`config.mk`:
```
export PLATFORM = sky130hd
export DESIGN_NAME = configurable_crc32_engine_unit
export DESIGN_NICKNAME = d
export VERILOG_FILES = /design/src/hdl/cce_pkg.sv /design/src/hdl/cce_next.sv /design/src/hdl/configurable_crc32_engine_unit.sv
export SDC_FILE = /design/constraint.sdc
export NUM_CORES = 2
export LEC_CHECK = 0
export BUFFER_PORTS_ARGS = -buffer_cell sky130_fd_sc_hd__buf_2
export CAP_MARGIN = 5
export CORE_AREA = 2 2 268 204
export DETAILED_ROUTE_END_ITERATION = 10
export DIE_AREA = 0 0 270 206
export HOLD_SLACK_MARGIN = 0.06
export PLACE_DENSITY_LB_ADDON = 0.3
export SYNTH_ARGS = -nofsm -noshare
export SYNTH_HDL_FRONTEND = slang
export SYNTH_SLANG_ARGS = --single-unit
```
`constraint.sdc`:
```
create_clock -name clk -period 14.1 [get_ports clk]
set_clock_uncertainty 0.15 [all_clocks]
set_input_delay 2.115 -clock clk [delete_from_list [all_inputs] [get_ports clk]]
set_output_delay 2.115 -clock clk [all_outputs]
set_load 0.01 [all_outputs]
```
`src/hdl/cce_pkg.sv`:
```
package cce_pkg;

	localparam int unsigned CRC_W      = 32;
	localparam int unsigned BYTE_W     = 8;
	localparam int unsigned CFG_IDX_W  = 2;
	localparam logic [CRC_W-1:0] POLY_RESET = 32'h04C1_1DB7;

	// Input item modes; code 3 is unused and leaves the CRC untouched
	typedef enum logic [1:0] {
		MODE_SEED = 2'd0,
		MODE_BYTE = 2'd1,
		MODE_WORD = 2'd2
	} mode_t;

	// Configuration register indexes
	typedef enum logic [CFG_IDX_W-1:0] {
		REG_POLY        = 2'd0,
		REG_REFLECT_IN  = 2'd1,
		REG_REFLECT_OUT = 2'd2
	} cfg_reg_t;

	typedef struct packed {
		logic [CRC_W-1:0] poly;
		logic             reflect_in;
		logic             reflect_out;
	} cfg_t;

	function automatic logic [BYTE_W-1:0] bit_rev8(input logic [BYTE_W-1:0] v);
		logic [BYTE_W-1:0] r;
		for (int k = 0; k < BYTE_W; k++) begin
			r[k] = v[BYTE_W-1-k];
		end
		return r;
	endfunction

	function automatic logic [CRC_W-1:0] bit_rev32(input logic [CRC_W-1:0] v);
		logic [CRC_W-1:0] r;
		for (int k = 0; k < CRC_W; k++) begin
			r[k] = v[CRC_W-1-k];
		end
		return r;
	endfunction

	// Eight MSB-first shift steps; each step is one AND/XOR level per bit
	function automatic logic [CRC_W-1:0] crc_shift8(input logic [CRC_W-1:0] c,
			input logic [CRC_W-1:0] poly);
		logic [CRC_W-1:0] r;
		r = c;
		for (int k = 0; k < BYTE_W; k++) begin
			r = {r[CRC_W-2:0], 1'b0} ^ (poly & {CRC_W{r[CRC_W-1]}});
		end
		return r;
	endfunction

endpackage

```
`src/hdl/cce_next.sv`:
```
module cce_next import cce_pkg::*; (
	input  logic [CRC_W-1:0] crc_cur,
	input  logic [1:0]       mode,
	input  logic [CRC_W-1:0] data_value,
	input  cfg_t             cfg,
	output logic [CRC_W-1:0] crc_nxt
);

	logic [BYTE_W-1:0] byte_in;
	logic [CRC_W-1:0]  word_in;
	logic [CRC_W-1:0]  byte_mix;
	logic [CRC_W-1:0]  word_mix;
	logic [CRC_W-1:0]  word_p1;
	logic [CRC_W-1:0]  word_p2;
	logic [CRC_W-1:0]  word_p3;
	logic [CRC_W-1:0]  byte_res;
	logic [CRC_W-1:0]  word_res;

	assign byte_in  = cfg.reflect_in ? bit_rev8(data_value[BYTE_W-1:0])
	                                 : data_value[BYTE_W-1:0];
	assign word_in  = cfg.reflect_in ? bit_rev32(data_value) : data_value;

	assign byte_mix = crc_cur ^ {byte_in, {(CRC_W-BYTE_W){1'b0}}};
	assign word_mix = crc_cur ^ word_in;

	assign byte_res = crc_shift8(byte_mix, cfg.poly);

	// 32 shifts as four byte-wide slices
	assign word_p1  = crc_shift8(word_mix, cfg.poly);
	assign word_p2  = crc_shift8(word_p1, cfg.poly);
	assign word_p3  = crc_shift8(word_p2, cfg.poly);
	assign word_res = crc_shift8(word_p3, cfg.poly);

	always_comb begin
		unique case (mode)
			MODE_SEED: crc_nxt = data_value;
			MODE_BYTE: crc_nxt = byte_res;
			MODE_WORD: crc_nxt = word_res;
			default:   crc_nxt = crc_cur;
		endcase
	end

endmodule

```
`src/hdl/configurable_crc32_engine_unit.sv`:
```
// Programmable 32-bit MSB-first CRC engine.
// Input channel (in_valid/in_stall) carries mode and data_value: mode 0 loads
// data_value as the seed, mode 1 feeds the low byte, mode 2 feeds a whole word,
// mode 3 leaves the CRC as it is. Every input transaction yields exactly one
// output transaction (out_valid/out_stall) with the running CRC in crc_raw and
// the finalized CRC in crc_final (bit-reversed when output reflection is set).
// An accepted transaction passes the input register, then the output register
// (out_valid) once the output side is free. Throughput: one transaction per
// cycle while the receiver does not stall; the byte or word CRC update is
// combinational unrolled shift logic between the input and output registers.
// If the receiver stalls, the output register holds its transaction and the
// input register still takes one more; further input is then stalled until the
// output drains.
// cfg_we/cfg_index/cfg_data write the polynomial (index 0), input reflection
// (index 1) and output reflection (index 2); write only while idle.
// Reset (arst_n low) empties both registers, clears the CRC to zero, sets the
// polynomial to 0x04C11DB7 and turns both reflections off.
module configurable_crc32_engine_unit import cce_pkg::*; (
	input  logic                 clk,
	input  logic                 arst_n,
	input  logic                 in_valid,
	output logic                 in_stall,
	input  logic [1:0]           mode,
	input  logic [CRC_W-1:0]     data_value,
	output logic                 out_valid,
	input  logic                 out_stall,
	output logic [CRC_W-1:0]     crc_raw,
	output logic [CRC_W-1:0]     crc_final,
	input  logic                 cfg_we,
	input  logic [CFG_IDX_W-1:0] cfg_index,
	input  logic [CRC_W-1:0]     cfg_data
);

	cfg_t             cfg_q;
	logic [CRC_W-1:0] crc_q;
	logic             valid_s1;
	logic [1:0]       mode_s1;
	logic [CRC_W-1:0] data_s1;
	logic             valid_s2;
	logic [CRC_W-1:0] raw_s2;
	logic [CRC_W-1:0] final_s2;
	logic [CRC_W-1:0] crc_nxt;
	logic             s2_free;
	logic             s1_move;
	logic             in_take;

	assign s2_free  = !valid_s2 || !out_stall;
	assign s1_move  = valid_s1 && s2_free;
	assign in_stall = valid_s1 && !s2_free;
	assign in_take  = in_valid && !in_stall;

	always_ff @(posedge clk or negedge arst_n) begin
		if (!arst_n) begin
			cfg_q.poly        <= POLY_RESET;
			cfg_q.reflect_in  <= 1'b0;
			cfg_q.reflect_out <= 1'b0;
		end else if (cfg_we) begin
			unique case (cfg_index)
				REG_POLY:        cfg_q.poly        <= cfg_data;
				REG_REFLECT_IN:  cfg_q.reflect_in  <= cfg_data[0];
				REG_REFLECT_OUT: cfg_q.reflect_out <= cfg_data[0];
				default:         ;
			endcase
		end
	end

	always_ff @(posedge clk or negedge arst_n) begin
		if (!arst_n) begin
			valid_s1 <= 1'b0;
		end else if (in_take) begin
			valid_s1 <= 1'b1;
		end else if (s1_move) begin
			valid_s1 <= 1'b0;
		end
	end

	always_ff @(posedge clk) begin
		if (in_take) begin
			mode_s1 <= mode;
			data_s1 <= data_value;
		end
	end

	cce_next u_next (
		.crc_cur    (crc_q),
		.mode       (mode_s1),
		.data_value (data_s1),
		.cfg        (cfg_q),
		.crc_nxt    (crc_nxt)
	);

	always_ff @(posedge clk or negedge arst_n) begin
		if (!arst_n) begin
			crc_q    <= '0;
			valid_s2 <= 1'b0;
		end else begin
			if (s1_move) begin
				crc_q <= crc_nxt;
			end
			if (s2_free) begin
				valid_s2 <= valid_s1;
			end
		end
	end

	always_ff @(posedge clk) begin
		if (s1_move) begin
			raw_s2   <= crc_nxt;
			final_s2 <= cfg_q.reflect_out ? bit_rev32(crc_nxt) : crc_nxt;
		end
	end

	assign out_valid = valid_s2;
	assign crc_raw   = raw_s2;
	assign crc_final = final_s2;

endmodule

```
==> results.json <==
{
  "status": "finished clean",
  "cts_max_level": 4,
  "synth_seq_area_share": 0.1510,
  "via_count": 32733,
  "gr-max-usage-layer": "met1",
  "synthesis.instances": 4413,
  "wire_per_inst_um": 21.86,
  "setup_viol_count_final": 0,
  "via_count_of_the_first_global_routing_pass": 28534,
  "n_fill_cell": 4592,
  "design.die.area_mm2": 0.05562,
  "hold_end": "out_valid",
  "layout-drive-gt1-share": 0.1695,
  "grt_use_met3": 0.09144,
  "routed_wl_um": 112600,
  "yosysWarnings": 0,
  "drt_drc_violations_left": 0,
  "yosys.area.top_type": "sky130_fd_sc_hd__xnor2_1",
  "worst_skew_pair.late_latency_ns": 0.46,
  "timing.reg2reg.setup_slack_ns": 0.22,
  "tritoncts": "done",
  "vias_per_cell": 6.357,
  "critical_path_peak_fanout": 19,
  "clock_tree.root_cell": "sky130_fd_sc_hd__clkbuf_16",
  "postLayoutCellArea_mm2": 0.03468,
  "worst_r2r_startpoint": "cfg_q[1]",
  "chipHeight_um": 206,
  "cts-buffers-inserted": 17,
  "hpwl_um": 78190,
  "grt_max_degree": 72,
  "core-area_mm2": 0.05342,
  "placed_area_mm2": 0.03274,
  "placement_rows": 74,
  "mappedNetlistNets": 4486,
  "antenna_found_initial": 2,
  "synth_ff_type": "sky130_fd_sc_hd__edfxtp_1",
  "cpMostUsedCell": "sky130_fd_sc_hd__buf_4",
  "die-width_um": 270,
  "io_buffer_count": 138,
  "timing.slew.headroom": 0.1840,
  "reg2reg_to": "crc_final[27]",
  "drt_iter0_markers": 5489,
  "grt_first_pass_wirelength_um": 169900,
  "max_stage_delay_ns": 0.58,
  "async_reset_ff_frac": 0.4096,
  "clk_pin_slew_ns": 0.07,
  "post-route-period-util": 0.9841,
  "yosysTopAreaCellShare": 0.2880,
  "grt_use_total": 0.3842,
  "synth_edf_count": 98,
  "crit_start_category": "flop",
  "worstMarginPinSlew_ns": 1.215,
  "gp_routability_congestion": 1.011,
  "ios": 139,
  "layout.nets": 4486,
  "max-clock-path-buffers": 2,
  "max_freq_mhz": 72.07,
  "timing.hold.worst.start": "valid_s1",
  "synth.lib_cells_used.distinct": 120,
  "cts_num_sinks": 166,
  "ant_nets": 0,
  "maxCapViolations": 0,
  "area_growth_pct": 12.33,
  "layout_min_cycle_time_ns": 13.88,
  "synth_area_per_cell_um2": 6.996,
  "number_of_buffers_inserted_by_hold_repair_at_cts": 0,
  "drt_first_pass_iters": 6,
  "required_time_worst_endpoint_ns": 14.09,
  "ys_ff_latch": 166,
  "use_met1": 0.5723,
  "finalHoldViolCount": 0,
  "worst_r2r_path_cells": 53,
  "use_met2": 0.5400,
  "synth_area_mm2": 0.03087,
  "hold_path.class": "reg -> reg",
  "initial_core_util": 0.5779,
  "worstSetupPathType": "reg -> reg",
  "grt_overflow": 0,
  "critPathArrivalTime_ns": 13.87,
  "slew_viol_final": 0,
  "endpoint_kind": "flop",
  "slowest_stage": "sky130_fd_sc_hd__or4_4",
  "worst_hold_path.num_cells": 1,
  "ys_top_cells_by_area": "sky130_fd_sc_hd__xnor2_1 (29%), sky130_fd_sc_hd__nand2_1 (15%), sky130_fd_sc_hd__edfxtp_1 (9.5%)"
}
-- registers in the layout, summed over array words and instances (netlist names) --
name / cells
crc_raw: 32
out_valid: 1
valid_s1: 1
mode_s1: 2
cfg_q: 34
crc_final: 32
crc_q: 32
data_s1: 32
-- worst max path at each step --
stage / startpoint / end / cells past startpoint
final: cfg_q[1] / crc_final[27] / 53
after global routing: cfg_q[1] / crc_final[27] / 55
after CTS: cfg_q[1] / crc_final[4] / 51
after detailed placement: cfg_q[1] / crc_final[4] / 49
after global placement: cfg_q[1] / crc_final[28] / 52
after floorplan: cfg_q[1] / crc_final[13] / 53
-- cell usage in the layout, fill, tap and decap left out, types with 10 or more instances in the layout --
master,count
sky130_fd_sc_hd__dfstp_2,14
sky130_fd_sc_hd__o21ai_0,220
sky130_fd_sc_hd__a211oi_1,18
sky130_fd_sc_hd__xnor2_1,984
sky130_fd_sc_hd__nand4_1,10
sky130_fd_sc_hd__o21ai_1,32
sky130_fd_sc_hd__clkbuf_16,17
sky130_fd_sc_hd__o22ai_1,18
sky130_fd_sc_hd__dfrtp_1,38
sky130_fd_sc_hd__o21a_1,10
sky130_fd_sc_hd__or3_1,10
sky130_fd_sc_hd__a21boi_1,11
sky130_fd_sc_hd__xnor2_2,36
sky130_fd_sc_hd__a211oi_2,10
sky130_fd_sc_hd__a221oi_1,20
sky130_fd_sc_hd__a22o_1,14
sky130_fd_sc_hd__buf_6,12
sky130_fd_sc_hd__mux2_2,36
sky130_fd_sc_hd__xor2_1,60
sky130_fd_sc_hd__and2_1,20
sky130_fd_sc_hd__xnor3_1,14
sky130_fd_sc_hd__nand2_1,1251
sky130_fd_sc_hd__and3_1,24
sky130_fd_sc_hd__nand3_1,51
sky130_fd_sc_hd__a31oi_1,26
sky130_fd_sc_hd__a21oi_1,167
sky130_fd_sc_hd__o211ai_1,33
sky130_fd_sc_hd__nor2_1,189
sky130_fd_sc_hd__buf_4,243
sky130_fd_sc_hd__mux2i_1,48
sky130_fd_sc_hd__nor2b_1,10
sky130_fd_sc_hd__edfxtp_1,98
sky130_fd_sc_hd__inv_1,29
sky130_fd_sc_hd__a21oi_2,14
sky130_fd_sc_hd__dfrtp_2,15
sky130_fd_sc_hd__nor3_1,32
sky130_fd_sc_hd__buf_2,138
sky130_fd_sc_hd__a22oi_1,23
sky130_fd_sc_hd__a32oi_1,84
-- cell families (layout without fill, tap and decap cells) --
| logic type | count (synthesis) | count (layout) | share of synthesized area |
|---|---|---|---|
| DFF | 166 | 166 | 0.1510 |
| and+or+nand+nor | 1707 | 1707 | 0.2292 |
| AOI/OAI and AO/OA | 870 | 870 | 0.1954 |
| muxes | 98 | 98 | 0.03445 |
| other | 0 | 1 | 0 |
| buffers and inverters | 453 | 466 | 0.05787 |
| xor gates and xnor gates | 1119 | 1119 | 0.3320 |
-- routing by layer --
| metal | up-vias | wire length (µm) | part of all wire |
|---|---|---|---|
| met3 | 292 | 17430 | 0.15 |
| met5 | - | 11 | 0.000098 |
| li1 | 14782 | - | - |
| met1 | 15116 | 46390 | 0.41 |
| met4 | 2 | 3708 | 0.033 |
| met2 | 2541 | 45040 | 0.40 |
-- area by class of cell --
cell class | instances | area (µm²) | share of cell area
sequential | 166 | 4684 | 0.1351
inverter | 33 | 125.1 | 0.003608
clock buffer | 19 | 452.9 | 0.01306
clock inverter | 13 | 130.1 | 0.003752
timing repair buffer | 401 | 2805 | 0.08089
multi-input combinational | 3794 | 25570 | 0.7375
tap | 722 | 903.4 | 0.02605
antenna | 1 | 2.502 | 0.00007216
-- Yosys cell counts, drive strengths merged, types with 14 or more instances --
library cell	number
nand2	1255
xnor2	1026
clkbuf	292
o21ai	259
nor2	204
a21oi	183
buf	128
edfxtp	98
a32oi	84
xor2	72
mux2i	61
nand3	55
dfrtp	54
nor3	41
mux2	37
o211ai	35
a211oi	34
a31oi	32
inv	31
and3	28
a22oi	26
and2	23
a221oi	22
a21boi	18
o22ai	18
nor4	17
xnor3	16
a22o	14
dfstp	14
o2111ai	14
-- per-stage QoR --
step	utilization	cells	setup slack [ns]	hold slack, ns	TNS (ns)
after floorplan	-	4413	0.9373	0.3074	0
after global placement	0.6128	5077	-0.3398	0.3268	-13.13
after detailed placement	0.6128	5077	-0.6630	0.3337	-33.60
after CTS	0.6267	5111	0.02240	0.3427	0
after global routing	0.6491	5149	-0.2536	0.3606	-9.096
final	0.6491	5149	0.2245	0.3448	0
-- what timing repair did --
action,in CTS,in global routing
resized for setup,21,167
pin swaps,4,52
gates cloned,0,1
buffers inserted,2,36
endpoints found under the setup margin,96,96
-- critical path: cells and delay by family (launching register included) --
| family | cells | cell delay, ns |
|---|---|---|
| AO/OA/AOI/OAI | 23 | 5.46 |
| XOR/XNOR | 5 | 0.82 |
| buffers and inverters | 8 | 1.45 |
| multiplexers | 2 | 0.67 |
| flip-flops | 1 | 0.45 |
| AND/OR/NAND/NOR | 15 | 4.51 |
Power is left out: the tool's default activity adds up to more than one toggle a clock period on the data nets, which glitch-free logic cannot reach.
